==> src/hdl/ibm_pkg.sv <==
// Shared types and constants for the I2C bit-bang master.
// Holds the transaction payload structs and the sequencer codes. No dependencies.
`default_nettype none

package ibm_pkg;

   // item kinds
   localparam logic [1:0] KIND_TICK  = 2'd0;
   localparam logic [1:0] KIND_LOAD  = 2'd1;
   localparam logic [1:0] KIND_START = 2'd2;

   localparam logic [3:0] RETRY_RESET = 4'd10;

   typedef struct packed {
      logic [1:0] kind;
      logic [7:0] device_address;
      logic [7:0] start_address;
      logic [3:0] byte_count;
      logic       is_read;
      logic [7:0] write_byte;
      logic       sda_sample;
   } req_type;

   typedef struct packed {
      logic       scl_drive_low;
      logic       sda_drive_low;
      logic [7:0] read_data;
      logic       read_valid;
      logic       busy_res;
      logic       done_res;
      logic       success;
   } rsp_type;

   typedef enum logic [4:0] {
      PH_IDLE = 5'd0,
      PH_ST0  = 5'd1,
      PH_ST1  = 5'd2,
      PH_ST2  = 5'd3,
      PH_ST3  = 5'd4,
      PH_TB0  = 5'd5,
      PH_TB1  = 5'd6,
      PH_TB2  = 5'd7,
      PH_TA0  = 5'd8,
      PH_TA1  = 5'd9,
      PH_TA2  = 5'd10,
      PH_RXH  = 5'd11,
      PH_RXL  = 5'd12,
      PH_RK0  = 5'd13,
      PH_RK1  = 5'd14,
      PH_RK2  = 5'd15,
      PH_SP0  = 5'd16,
      PH_SP1  = 5'd17,
      PH_SP2  = 5'd18
   } phase_type;

   typedef enum logic [1:0] {
      ROLE_SEL  = 2'd0,
      ROLE_ADR  = 2'd1,
      ROLE_DATA = 2'd2,
      ROLE_RSEL = 2'd3
   } role_type;

endpackage

`default_nettype wire

==> src/hdl/ibm_seq.sv <==
// Bus sequencer: one step per accepted transaction, plus the write byte buffer.
// Depends on ibm_pkg.
`default_nettype none

module ibm_seq
   import ibm_pkg::*;
#(
   parameter int BUFFER_DEPTH = 8
) (
   input  wire logic    clock,
   input  wire logic    reset,
   input  wire logic    req_accept,
   input  wire req_type req_data,
   input  wire logic [3:0] retry_limit,
   output rsp_type      rsp_next
);

   localparam int IDX_W = (BUFFER_DEPTH > 1) ? $clog2(BUFFER_DEPTH) : 1;
   localparam int CNT_W = $clog2(BUFFER_DEPTH + 1);

   phase_type  phase_ff, phase_in;
   role_type   role_ff, role_in;
   logic [3:0] bit_cnt_ff, bit_cnt_in;
   logic [7:0] shift_ff, shift_in;
   logic [3:0] bytes_left_ff, bytes_left_in;
   logic [3:0] attempts_ff, attempts_in;
   logic [7:0] dev_ff, dev_in;
   logic [7:0] reg_ff, reg_in;
   logic       rd_ff, rd_in;
   logic [CNT_W-1:0] fill_ff, fill_in;
   logic [CNT_W-1:0] next_idx_ff, next_idx_in;
   logic       scl_ff, scl_in;
   logic       sda_ff, sda_in;

   logic [7:0] wbuf_mem [BUFFER_DEPTH];
   logic [7:0] buf_q_ff;
   logic       mem_we;

   logic [3:0] cnt;
   logic       ack;
   logic [3:0] bit_cnt_inc;
   logic [3:0] bytes_dec;
   logic [3:0] attempts_dec;

   always_comb begin
      phase_in      = phase_ff;
      role_in       = role_ff;
      bit_cnt_in    = bit_cnt_ff;
      shift_in      = shift_ff;
      bytes_left_in = bytes_left_ff;
      attempts_in   = attempts_ff;
      dev_in        = dev_ff;
      reg_in        = reg_ff;
      rd_in         = rd_ff;
      fill_in       = fill_ff;
      next_idx_in   = next_idx_ff;
      scl_in        = scl_ff;
      sda_in        = sda_ff;
      mem_we        = 1'b0;
      rsp_next      = '0;

      cnt          = req_data.byte_count;
      ack          = ~req_data.sda_sample;
      bit_cnt_inc  = bit_cnt_ff + 4'd1;
      bytes_dec    = bytes_left_ff - 4'd1;
      attempts_dec = attempts_ff - 4'd1;

      if (req_accept) begin
         unique case (req_data.kind)
            KIND_LOAD: begin
               if (phase_ff == PH_IDLE && fill_ff < CNT_W'(BUFFER_DEPTH)) begin
                  mem_we  = 1'b1;
                  fill_in = fill_ff + CNT_W'(1);
               end
            end
            KIND_START: begin
               if (phase_ff == PH_IDLE) begin
                  fill_in = '0;
                  dev_in  = req_data.device_address;
                  reg_in  = req_data.start_address;
                  rd_in   = req_data.is_read;
                  // write counts saturate at the buffer depth
                  if (!req_data.is_read && int'(cnt) > BUFFER_DEPTH) begin
                     cnt = 4'(BUFFER_DEPTH);
                  end
                  bytes_left_in = cnt;
                  if (cnt == 4'd0) begin
                     rsp_next.done_res = 1'b1;
                  end else begin
                     attempts_in = (retry_limit == 4'd0) ? 4'd1 : retry_limit;
                     role_in     = ROLE_SEL;
                     next_idx_in = '0;
                     phase_in    = PH_ST0;
                  end
               end
            end
            KIND_TICK: begin
               unique case (phase_ff)
                  PH_ST0: begin sda_in = 1'b0; phase_in = PH_ST1; end
                  PH_ST1: begin scl_in = 1'b0; phase_in = PH_ST2; end
                  PH_ST2: begin sda_in = 1'b1; phase_in = PH_ST3; end
                  PH_ST3: begin
                     scl_in     = 1'b1;
                     shift_in   = (role_ff == ROLE_RSEL) ? (dev_ff | 8'h01) : dev_ff;
                     bit_cnt_in = 4'd0;
                     phase_in   = PH_TB0;
                  end
                  PH_TB0: begin
                     scl_in   = 1'b1;
                     sda_in   = ~shift_ff[7];
                     phase_in = PH_TB1;
                  end
                  PH_TB1: begin scl_in = 1'b0; phase_in = PH_TB2; end
                  PH_TB2: begin
                     scl_in     = 1'b1;
                     shift_in   = {shift_ff[6:0], 1'b0};
                     bit_cnt_in = bit_cnt_inc;
                     phase_in   = (bit_cnt_inc >= 4'd8) ? PH_TA0 : PH_TB0;
                  end
                  PH_TA0: begin sda_in = 1'b0; phase_in = PH_TA1; end
                  PH_TA1: begin scl_in = 1'b0; phase_in = PH_TA2; end
                  PH_TA2: begin
                     scl_in = 1'b1;
                     // acknowledge handling, by byte role
                     priority if (role_ff == ROLE_SEL) begin
                        if (ack) begin
                           role_in    = ROLE_ADR;
                           shift_in   = reg_ff;
                           bit_cnt_in = 4'd0;
                           phase_in   = PH_TB0;
                        end else begin
                           attempts_in = attempts_dec;
                           phase_in    = (attempts_dec != 4'd0) ? PH_ST0 : PH_SP0;
                        end
                     end else if (!ack) begin
                        phase_in = PH_SP0;
                     end else if (role_ff == ROLE_ADR) begin
                        if (rd_ff) begin
                           role_in  = ROLE_RSEL;
                           phase_in = PH_ST0;
                        end else begin
                           role_in     = ROLE_DATA;
                           shift_in    = buf_q_ff;
                           bit_cnt_in  = 4'd0;
                           next_idx_in = next_idx_ff + CNT_W'(1);
                           phase_in    = PH_TB0;
                        end
                     end else if (role_ff == ROLE_DATA) begin
                        bytes_left_in = bytes_dec;
                        if (bytes_dec == 4'd0) begin
                           phase_in = PH_SP0;
                        end else begin
                           shift_in    = buf_q_ff;
                           bit_cnt_in  = 4'd0;
                           next_idx_in = next_idx_ff + CNT_W'(1);
                           phase_in    = PH_TB0;
                        end
                     end else begin
                        shift_in   = 8'h00;
                        bit_cnt_in = 4'd0;
                        phase_in   = PH_RXH;
                     end
                  end
                  PH_RXH: begin
                     scl_in   = 1'b0;
                     sda_in   = 1'b0;
                     phase_in = PH_RXL;
                  end
                  PH_RXL: begin
                     scl_in     = 1'b1;
                     shift_in   = {shift_ff[6:0], req_data.sda_sample};
                     bit_cnt_in = bit_cnt_inc;
                     if (bit_cnt_inc >= 4'd8) begin
                        bytes_left_in = bytes_dec;
                        phase_in      = PH_RK0;
                     end else begin
                        phase_in = PH_RXH;
                     end
                  end
                  PH_RK0: begin
                     sda_in   = (bytes_left_ff != 4'd0);
                     phase_in = PH_RK1;
                  end
                  PH_RK1: begin scl_in = 1'b0; phase_in = PH_RK2; end
                  PH_RK2: begin
                     scl_in              = 1'b1;
                     sda_in              = 1'b0;
                     rsp_next.read_data  = shift_ff;
                     rsp_next.read_valid = 1'b1;
                     if (bytes_left_ff == 4'd0) begin
                        phase_in = PH_SP0;
                     end else begin
                        shift_in   = 8'h00;
                        bit_cnt_in = 4'd0;
                        phase_in   = PH_RXH;
                     end
                  end
                  PH_SP0: begin
                     scl_in   = 1'b1;
                     sda_in   = 1'b1;
                     phase_in = PH_SP1;
                  end
                  PH_SP1: begin scl_in = 1'b0; phase_in = PH_SP2; end
                  PH_SP2: begin
                     sda_in            = 1'b0;
                     rsp_next.done_res = 1'b1;
                     rsp_next.success  = (bytes_left_ff == 4'd0);
                     phase_in          = PH_IDLE;
                  end
                  default: begin
                     // idle, and codes with no meaning
                     scl_in   = 1'b0;
                     sda_in   = 1'b0;
                     phase_in = PH_IDLE;
                  end
               endcase
            end
            default: begin
               // kind 3: no effect
            end
         endcase
      end

      rsp_next.scl_drive_low = scl_in;
      rsp_next.sda_drive_low = sda_in;
      rsp_next.busy_res      = (phase_in != PH_IDLE);
   end

   always_ff @(posedge clock) begin
      if (reset) begin
         phase_ff      <= PH_IDLE;
         role_ff       <= ROLE_SEL;
         bit_cnt_ff    <= '0;
         shift_ff      <= '0;
         bytes_left_ff <= '0;
         attempts_ff   <= '0;
         dev_ff        <= '0;
         reg_ff        <= '0;
         rd_ff         <= 1'b0;
         fill_ff       <= '0;
         next_idx_ff   <= '0;
         scl_ff        <= 1'b0;
         sda_ff        <= 1'b0;
      end else begin
         phase_ff      <= phase_in;
         role_ff       <= role_in;
         bit_cnt_ff    <= bit_cnt_in;
         shift_ff      <= shift_in;
         bytes_left_ff <= bytes_left_in;
         attempts_ff   <= attempts_in;
         dev_ff        <= dev_in;
         reg_ff        <= reg_in;
         rd_ff         <= rd_in;
         fill_ff       <= fill_in;
         next_idx_ff   <= next_idx_in;
         scl_ff        <= scl_in;
         sda_ff        <= sda_in;
      end
   end

   // write buffer; the read port prefetches the next byte to send
   always_ff @(posedge clock) begin
      if (mem_we) begin
         wbuf_mem[fill_ff[IDX_W-1:0]] <= req_data.write_byte;
      end
      buf_q_ff <= wbuf_mem[next_idx_in[IDX_W-1:0]];
   end

   // receive phases only occur in read transactions
   a_rx_is_read: assert property (@(posedge clock) disable iff (reset)
      (phase_ff == PH_RXH || phase_ff == PH_RXL || phase_ff == PH_RK0) |-> rd_ff)
      else $error("receive phase in write transaction");

   // a bit is sent only while fewer than eight have gone out
   a_tx_bits: assert property (@(posedge clock) disable iff (reset)
      (phase_ff == PH_TB0 || phase_ff == PH_TB1) |-> (bit_cnt_ff < 4'd8))
      else $error("bit counter overrun");

   // stop sequence runs to completion once entered
   a_stop_seq: assert property (@(posedge clock) disable iff (reset)
      (phase_ff == PH_SP1) |=> (phase_ff == PH_SP1 || phase_ff == PH_SP2))
      else $error("stop sequence broken");

endmodule

`default_nettype wire

==> src/hdl/ibm_rsp_buf.sv <==
// Two-entry result buffer between the sequencer and the result channel.
// Depends on ibm_pkg.
`default_nettype none

module ibm_rsp_buf
   import ibm_pkg::*;
(
   input  wire logic    clock,
   input  wire logic    reset,
   input  wire logic    push,
   input  wire rsp_type push_data,
   output logic      full,
   output logic      rsp_valid,
   input  wire logic rsp_stall,
   output rsp_type   rsp_data
);

   rsp_type    slot0_ff, slot0_in;
   rsp_type    slot1_ff, slot1_in;
   logic [1:0] count_ff, count_in;
   logic       pop;

   assign rsp_valid = (count_ff != 2'd0);
   assign rsp_data  = slot0_ff;
   assign full      = (count_ff == 2'd2);
   assign pop       = rsp_valid && !rsp_stall;

   always_comb begin
      slot0_in = slot0_ff;
      slot1_in = slot1_ff;
      count_in = count_ff;
      unique case ({push, pop})
         2'b11: begin
            slot0_in = push_data;
         end
         2'b01: begin
            slot0_in = slot1_ff;
            count_in = count_ff - 2'd1;
         end
         2'b10: begin
            if (count_ff == 2'd0) begin
               slot0_in = push_data;
            end else begin
               slot1_in = push_data;
            end
            count_in = count_ff + 2'd1;
         end
         default: begin
         end
      endcase
   end

   always_ff @(posedge clock) begin
      if (reset) begin
         count_ff <= '0;
      end else begin
         count_ff <= count_in;
      end
   end

   always_ff @(posedge clock) begin
      slot0_ff <= slot0_in;
      slot1_ff <= slot1_in;
   end

   a_count_range: assert property (@(posedge clock) disable iff (reset)
      count_ff != 2'd3)
      else $error("result buffer count out of range");

   a_no_push_full: assert property (@(posedge clock) disable iff (reset)
      push |-> !full)
      else $error("push into full result buffer");

   a_full_holds: assert property (@(posedge clock) disable iff (reset)
      (full && !pop) |=> full)
      else $error("full buffer lost an entry");

endmodule

`default_nettype wire

==> src/hdl/i2c_bitbang_master.sv <==
// Top level of the pin-level I2C master: sequencer plus result buffer.
// Depends on ibm_pkg, ibm_seq and ibm_rsp_buf.
//
//   channel   dir  handshake          payload
//   req_      in   req_valid/stall    req_type  (tick, load byte, start)
//   rsp_      out  rsp_valid/stall    rsp_type  (line drives, read byte, status)
//   csr_      in   csr_valid/ready    retry_limit, 4 bits
//
// One transaction per clock on the request side while req_stall is low. Each
// accepted request is processed by the sequencer in that cycle and its result
// is registered into a two-entry buffer, from which it is presented. req_stall
// rises only when both buffer entries are held by a stalled result channel.
// Reset (synchronous, active high) idles the bus, releases both lines,
// empties the buffer and sets retry_limit to 10. Buffer contents are not
// cleared; a write that sends unloaded bytes is undefined.
`default_nettype none

module i2c_bitbang_master
   import ibm_pkg::*;
#(
   parameter int BUFFER_DEPTH = 8
) (
   input  wire logic       clock,
   input  wire logic       reset,
   // request channel
   input  wire logic       req_valid,
   output logic            req_stall,
   input  wire req_type    req_data,
   // result channel
   output logic            rsp_valid,
   input  wire logic       rsp_stall,
   output rsp_type         rsp_data,
   // control register write
   input  wire logic       csr_valid,
   output logic            csr_ready,
   input  wire logic [3:0] csr_data
);

   logic       req_accept;
   logic       buf_full;
   rsp_type    rsp_next;
   logic [3:0] retry_ff;

   // registers are always writable; software writes only when idle
   assign csr_ready = 1'b1;

   always_ff @(posedge clock) begin
      if (reset) begin
         retry_ff <= RETRY_RESET;
      end else if (csr_valid && csr_ready) begin
         retry_ff <= csr_data;
      end
   end

   // stall only when no buffer space is left for the next result
   assign req_stall  = buf_full;
   assign req_accept = req_valid && !req_stall;

   ibm_seq #(
      .BUFFER_DEPTH (BUFFER_DEPTH)
   ) u_seq (
      .clock       (clock),
      .reset       (reset),
      .req_accept  (req_accept),
      .req_data    (req_data),
      .retry_limit (retry_ff),
      .rsp_next    (rsp_next)
   );

   ibm_rsp_buf u_rsp_buf (
      .clock     (clock),
      .reset     (reset),
      .push      (req_accept),
      .push_data (rsp_next),
      .full      (buf_full),
      .rsp_valid (rsp_valid),
      .rsp_stall (rsp_stall),
      .rsp_data  (rsp_data)
   );

endmodule

`default_nettype wire

==> config.mk <==
export PLATFORM = sky130hd
export DESIGN_NAME = i2c_bitbang_master
export DESIGN_NICKNAME = d
export VERILOG_FILES = /design/src/hdl/ibm_pkg.sv /design/src/hdl/ibm_seq.sv /design/src/hdl/ibm_rsp_buf.sv /design/src/hdl/i2c_bitbang_master.sv
export SDC_FILE = /design/constraint.sdc
export NUM_CORES = 1
export LEC_CHECK = 0
export BUFFER_PORTS_ARGS = -buffer_cell sky130_fd_sc_hd__buf_2
export CAP_MARGIN = 10
export CORE_ASPECT_RATIO = 1.1
export CORE_MARGIN = 2
export CORE_UTILIZATION = 33
export DETAILED_ROUTE_END_ITERATION = 7
export GPL_TIMING_DRIVEN = 0
export PLACE_DENSITY = 0.52
export SLEW_MARGIN = 20
export SYNTH_ARGS = -nofsm -noshare
export SYNTH_HDL_FRONTEND = slang
export SYNTH_SLANG_ARGS = --single-unit
==> constraint.sdc <==
create_clock -name clock -period 4 [get_ports clock]
set_clock_uncertainty 0.1 [all_clocks]
set_input_delay 0 -clock clock [delete_from_list [all_inputs] [get_ports clock]]
set_output_delay 0 -clock clock [all_outputs]
set_load 0.02 [all_outputs]
==> run_results.csv, run 1 <==
group,metric,value,unit
floorplanning,floorplan.initialDensity,33.4,%
global_route,track_usage,16.5,%
logic_synthesis,synthCells,705,
global_route,grt_first_pass_wirelength,30.4,mm
sta,worst_slack,519,ps
detailed_routing,post_drt_wl_per_cell,16.9,um
logic_synthesis,netlist-cell-type-count,72,
global_route,gr-total-overflow,0,
place,place_congestion,0.883,
worst_setup_path,r2r_end,"u_seq.wbuf_mem[7][7]",
clock_network,cts_buffers,17,
sta,min_period,3480,ps
clock_network,clk_latency,440,ps
global_route,grt_max_degree,18,
detailed_routing,drcViolationCount,0,
worst_setup_path,worstReg2RegStart,"u_seq.phase_ff[2]",
clock_network,clk_pin_slew_worst_paths,70,ps
sta,fin_setup_tns,0,ps
sta,fin_crit_sh,87.0,%
worst_setup_path,crit_chain,"clkbuf_1 > nor3_2 > nand2_1 > nor4_1 > nand2_1 > nor2_1",
layout,syn2layout_area_growth,22.9,%
logic_synthesis,ys_top_cells_by_area,"edfxtp_1 (36%), dfxtp_1 (18%), mux2i_1 (6.3%)",
power_and_ir_drop,p_int,0.00303,W
power_and_ir_drop,max-vdd-ir-drop,0.315,mV
worst_hold_path,min-delay-path-class,"input port to flop",
power_and_ir_drop,switching_share,28.9,%
worst_setup_path,crit_slowest_cell,"nor2_1",
power_and_ir_drop,combPwrFrac,15.5,%
power_and_ir_drop,p_sw,0.00123,W
worst_setup_path,cp-end-kind,"flop",
layout,layout-drive-gt1-share,17.0,%
sta,relSlewSlack,29.4,%
logic_synthesis,synth_warnings,0,
detailed_routing,drt_iter0_markers,283,
layout,mostFrequentLayoutCell,"edfxtp_1",
clock_network,clockBufferDepth,2,
floorplanning,die-area,24300,um^2
worst_setup_path,critPathArrivalTime,3440,ps
clock_network,clockRootBuffer,"clkbuf_16",
detailed_routing,vias,5717,
outcome,status,"finished clean",
power_and_ir_drop,clockPowerShare,38.9,%
layout,fin_nets,879,
worst_setup_path,r2r_cells,6,
logic_synthesis,ys_seq_elements,159,
sta,rsz0062_at_grt,"no",
logic_synthesis,synth.top_cell.area_share,36.3,%
power_and_ir_drop,p_seq_share,45.6,%
sta,final_max_slew_viol_count,0,
logic_synthesis,seq_area_frac_synth,53.9,%
detailed_routing,dr.pass1.iters,5,
sta,hold_viol_final,0,
worst_setup_path,worstPathRequired,3960,ps
worst_setup_path,cpPeakStageDelay,840,ps
global_route,first_global_vias,5622,
worst_setup_path,crit_buf_inv,1,
clock_network,clock-sinks,159,
worst_hold_path,whs_endpoint,"u_rsp_buf.rsp_data[0]",
worst_hold_path,hold_start,"rsp_stall",
run,drv_cap,0,
logic_synthesis,async_reset_ff_share,0,%
sta,setup_viol_count_final,0,
sta,clock.fmax,287,MHz
power_and_ir_drop,pwr_density_cell,455,nW/um^2
logic_synthesis,netlist_area,7610,um^2
floorplanning,core,22800,um^2
place,dp_slack,441,ps
worst_hold_path,min_path_cells,4,
place,port_buffers,51,
detailed_routing,vias_per_cell,5.02,
global_route,antenna_found_initial,0,
logic_synthesis,synth_area_per_cell,10.8,um^2
detailed_routing,drt_wl_total,19.2,mm
layout,final_area,9350,um^2
layout,fillers,2233,
worst_setup_path,cp.depth,6,
floorplanning,die_h,163,um
logic_synthesis,syn-num-nets,760,
sta,tightest_slew,1050,ps
logic_synthesis,synth_top_area_cell,"edfxtp_1",
clock_network,htreeDepth,4,
worst_setup_path,cp-start-kind,"flop",
clock_network,cts.repair.resized,0,
floorplanning,io_pins,58,
worst_setup_path,cp_max_fo,10,
floorplanning,die_x,149,um
power_and_ir_drop,power_leakage,3.31,nW
layout,final_cell_mix,"edfxtp_1 (92), dfxtp_1 (67), nand2_1 (66)",
logic_synthesis,synth_top_flop_cell,"edfxtp_1",
logic_synthesis,synth-edff-count,92,
floorplanning,core.rowCount,58,
worst_setup_path,crit_path_frequent_cell,"nand2_1",
worst_setup_path,critical_path_class,"flop to flop",
detailed_routing,postRouteAntennaNets,0,
clock_network,cts_tree,"yes",
worst_setup_path,critical-path-top-delay-family,"simple AND/OR/NAND/NOR gates",
place,place_area,8320,um^2
worst_setup_path,reg2reg_setup_slack,520,ps
place,hpwl,13.6,mm
-- cell usage after synthesis, types with 6 or more instances --
cell       n
a21oi_1   52
a221o_1    7
a221oi_2   7
a22o_1    10
and2_1    15
buf_2      6
clkbuf_1  25
dfxtp_1   67
edfxtp_1  92
ha_1      14
inv_1     18
mux2_2    19
mux2i_1   48
nand2_1   66
nand2b_1  13
nand3_1    9
nor2_1    65
nor2b_1   12
nor3_1    16
nor3b_1   15
o21ai_0   30
-- worst max-delay path by stage --
| stage | start | endpoint | slack [ps] |
|---|---|---|---|
| final | u_seq.phase_ff[2] | u_seq.wbuf_mem[7][7] | 520 |
| after global routing | u_seq.phase_ff[2] | u_seq.fill_ff[3] | 210 |
| after floorplan | u_seq.phase_ff[2] | u_seq.wbuf_mem[4][0] | 1230 |
| after CTS | u_seq.phase_ff[2] | u_seq.wbuf_mem[7][7] | 430 |
| after detailed placement | u_seq.phase_ff[2] | u_seq.wbuf_mem[7][7] | 440 |
| after global placement | u_seq.phase_ff[2] | u_seq.wbuf_mem[4][2] | -220 |
-- what timing repair did --
item	in CTS	in global routing
setup buffers	0	0
hold buffers	43	0
endpoints found under the hold margin	95	0
-- through the flow --
| step | util, % | total power (W) | instances | hold WS, ps |
|---|---|---|---|---|
| global route | 41.0 | 0.00444 | 1137 | 87.5 |
| detailed placement | 36.5 | 0.00261 | 1062 | 128 |
| finish | 41.0 | 0.00425 | 1138 | 21.7 |
| global placement | 36.2 | 0.00260 | 1056 | 119 |
| floorplan | - | 0.00239 | 705 | -1.13 |
| CTS | 41.0 | 0.00430 | 1137 | 12.8 |
-- layout make-up --
cell class / count / area (um^2) / area share [%]
repair buffers: 100 / 731 / 7.81
diodes: 1 / 2.50 / 0.0268
multi-input cells: 486 / 3270 / 35.0
inverters: 19 / 71.3 / 0.763
plain buffers: 41 / 195 / 2.09
well taps: 300 / 375 / 4.01
flip-flops and latches: 159 / 4100 / 43.9
clock inverters: 14 / 169 / 1.81
clock buffers: 18 / 429 / 4.59
-- state kept, by name (all words and copies together), names as in the netlist --
| register | flops |
|---|---|
| retry_ff | 4 |
| u_rsp_buf.count_ff | 2 |
| u_rsp_buf.rsp_data | 14 |
| u_rsp_buf.slot1_ff | 14 |
| u_seq.attempts_ff | 4 |
| u_seq.bit_cnt_ff | 4 |
| u_seq.buf_q_ff | 8 |
| u_seq.bytes_left_ff | 4 |
| u_seq.dev_ff | 8 |
| u_seq.fill_ff | 4 |
| u_seq.next_idx_ff | 3 |
| u_seq.phase_ff | 5 |
| u_seq.rd_ff | 1 |
| u_seq.reg_ff | 8 |
| u_seq.role_ff | 2 |
| u_seq.scl_ff | 1 |
| u_seq.sda_ff | 1 |
| u_seq.shift_ff | 8 |
| u_seq.wbuf_mem | 64 |
-- worst reg2reg max path, delay by kind of cell, from the launching register on --
kind                   cells  cell delay (ps)
flip-flops                 1              300
AND/OR/NAND/NOR            5             2500
buffers and inverters      1              200
-- power by group through the flow --
| stage | combinational, W | sequential, W | clock (W) |
|---|---|---|---|
| 2_1_floorplan | 0.000339 | 0.00205 | 0 |
| 3_3_place_gp | 0.000616 | 0.00198 | 0 |
| 3_5_place_dp | 0.000630 | 0.00198 | 0 |
| 4_1_cts | 0.000666 | 0.00194 | 0.00169 |
| 5_1_grt | 0.000734 | 0.00196 | 0.00175 |
| 6_report | 0.000660 | 0.00194 | 0.00165 |
-- routing by layer --
metal	GRT usage (%)	part of all wire, %	vias up	wire (um)
met1	19.9	44	2744	8490
li1	-	-	2830	-
met5	0	0	-	0
met3	2.88	2.8	33	536
met2	28.9	51	110	9710
met4	7.36	2.6	0	492
-- logic make-up (layout without fill, tap and decap cells) --
family	Yosys count	after routing	share of synthesized area, %
fa+ha+maj	14	14	2.30
buf+inv	60	192	3.50
compound gates	154	154	14.1
mux	68	68	9.31
other cells	1	2	0.0493
xor+xnor	6	6	0.691
flops	159	159	53.9
simple gates	243	243	16.1
No activity file was read; power rests on OpenSTA's default activity.
==> inputs of run 2 (changes only) <==
CTS_BUF_LIST = sky130_fd_sc_hd__clkbuf_16   (was unset)
==> run_results.csv, run 2 (synthesis results as in run 1) <==
group,metric,value,unit
place,placed_cells_incl_taps,1062,
detailed_routing,drcViolationCount,0,
layout,fin_nets,879,
clock_network,cts_setup_buffers,0,
global_route,first_global_vias,5622,
floorplanning,die_h,163,um
sta,fin_setup_tns,0,ps
clock_network,cts_buffers,17,
layout,fin_cells,1138,
worst_setup_path,cp_max_fo,10,
global_route,met2_usage,28.9,%
global_route,use_met1,19.9,%
global_route,antenna_found_initial,0,
worst_setup_path,crit_path_end,"u_seq.wbuf_mem[7][7]",
global_route,use_met3,2.88,%
sta,clock.fmax,288,MHz
clock_network,postCtsHoldBufs,43,
run,drv_cap,0,
global_route,track_usage,16.5,%
layout,final_util,41.0,%
layout,largest_reg_flops,64,
global_route,grt_first_pass_wirelength,30.4,mm
outcome,status,"finished clean",
worst_setup_path,r2r_end,"u_seq.wbuf_mem[7][7]",
layout,mostFrequentLayoutCell,"edfxtp_1",
floorplanning,core.rowCount,58,
global_route,grt-busiest-layer,"met2",
clock_network,clock-sinks,159,
floorplanning,die_x,149,um
clock_network,htreeDepth,4,
clock_network,cts.repair.resized,0,
detailed_routing,post_drt_wl_per_cell,16.9,um
global_route,grt_max_degree,18,
worst_hold_path,min-delay-path-class,"input port to flop",
clock_network,clk_latency,440,ps
clock_network,cts_tree,"yes",
floorplanning,floorplan.initialDensity,33.4,%
worst_setup_path,worstReg2RegStart,"u_seq.phase_ff[2]",
place,place_congestion,0.883,
clock_network,clockBufferDepth,2,
sta,rsz0062_at_grt,"no",
worst_setup_path,startpoint,"u_seq.phase_ff[2]",
floorplanning,die-area,24300,um^2
detailed_routing,dr.pass1.iters,5,
place,port_buffers,51,
sta,min_period,3480,ps
clock_network,clk_pin_slew_worst_paths,70,ps
clock_network,clockRootBuffer,"clkbuf_16",
layout,syn2layout_area_growth,22.9,%
detailed_routing,drt_wl_total,19.2,mm
global_route,gr-total-overflow,0,
worst_setup_path,critPathArrivalTime,3440,ps
sta,relSlewSlack,29.5,%
power_and_ir_drop,pwr_density_cell,455,nW/um^2
floorplanning,io_pins,58,
detailed_routing,drt_iter0_markers,269,
sta,fin_crit_sh,87.0,%
power_and_ir_drop,finalPower,0.00425,W
sta,setup_viol_count_final,0,
detailed_routing,vias_per_cell,5.01,
worst_setup_path,reg2reg_setup_slack,520,ps
sta,hold_viol_final,0,
place,hpwl,13.6,mm
detailed_routing,vias,5707,
sta,final_max_slew_viol_count,0,
sta,tightest_slew,1050,ps
floorplanning,core,22800,um^2
layout,layout-drive-gt1-share,17.0,%
worst_setup_path,worstPathRequired,3960,ps
power_and_ir_drop,power_leakage,3.31,nW
worst_setup_path,cp-end-kind,"flop",
power_and_ir_drop,max-vdd-ir-drop,0.316,mV
sta,holdWs,20.4,ps
worst_setup_path,cp-start-kind,"flop",
worst_setup_path,critical_path_class,"flop to flop",
detailed_routing,postRouteAntennaNets,0,
worst_setup_path,r2r_cells,6,
layout,final_cell_mix,"edfxtp_1 (92), dfxtp_1 (67), nand2_1 (66)",
-- run 2: worst min-delay path by stage --
stage                       endpoint         from  cells after the start  slack [ps]
2_1_floorplan   u_seq.wbuf_mem[0][0]  req_data[1]                      0          -1
3_3_place_gp             retry_ff[3]  csr_data[3]                      3         120
3_5_place_dp             retry_ff[3]  csr_data[3]                      3         130
5_1_grt        u_rsp_buf.rsp_data[0]    rsp_stall                      4          90
6_report       u_rsp_buf.rsp_data[0]    rsp_stall                      4          20
4_1_cts        u_rsp_buf.rsp_data[0]    rsp_stall                      4          10
-- run 2: area by class of cell --
class,instances,area (um^2)
Inverter,19,71.3
Fill cell,2233,13400
Tap cell,300,375
Buffer,41,195
Timing Repair Buffer,100,731
Sequential cell,159,4100
Multi-Input combinational cell,486,3270
Antenna cell,1,2.50
Clock inverter,15,173
Clock buffer,17,425
-- run 2: critical path, cell delays in order, from the launching register on --
cell and delay, ps:
dfxtp_1 300, clkbuf_1 200, nor3_2 360, nand2_1 220, nor4_1 780, nand2_1 290
nor2_1 840
-- run 2: metrics by stage --
stage          setup slack, ps  cell area (um^2)
2_1_floorplan             1230              7610
3_3_place_gp              -221              8240
3_5_place_dp               441              8320
4_1_cts                    433              9350
5_1_grt                    210              9350
6_report                   522              9350
-- run 2: routing by layer --
| layer | vias up | share of wire, % |
|---|---|---|
| met4 | 0 | 2.6 |
| met3 | 33 | 2.9 |
| met1 | 2732 | 44 |
| li1 | 2828 | - |
| met5 | - | 0 |
| met2 | 114 | 51 |
-- run 2: power breakdown --
group	switching (W)	internal (W)	leakage, nW
sequential	0.0000479	0.00189	1.40
clock	0.000760	0.000892	0.291
combinational	0.000420	0.000240	1.63
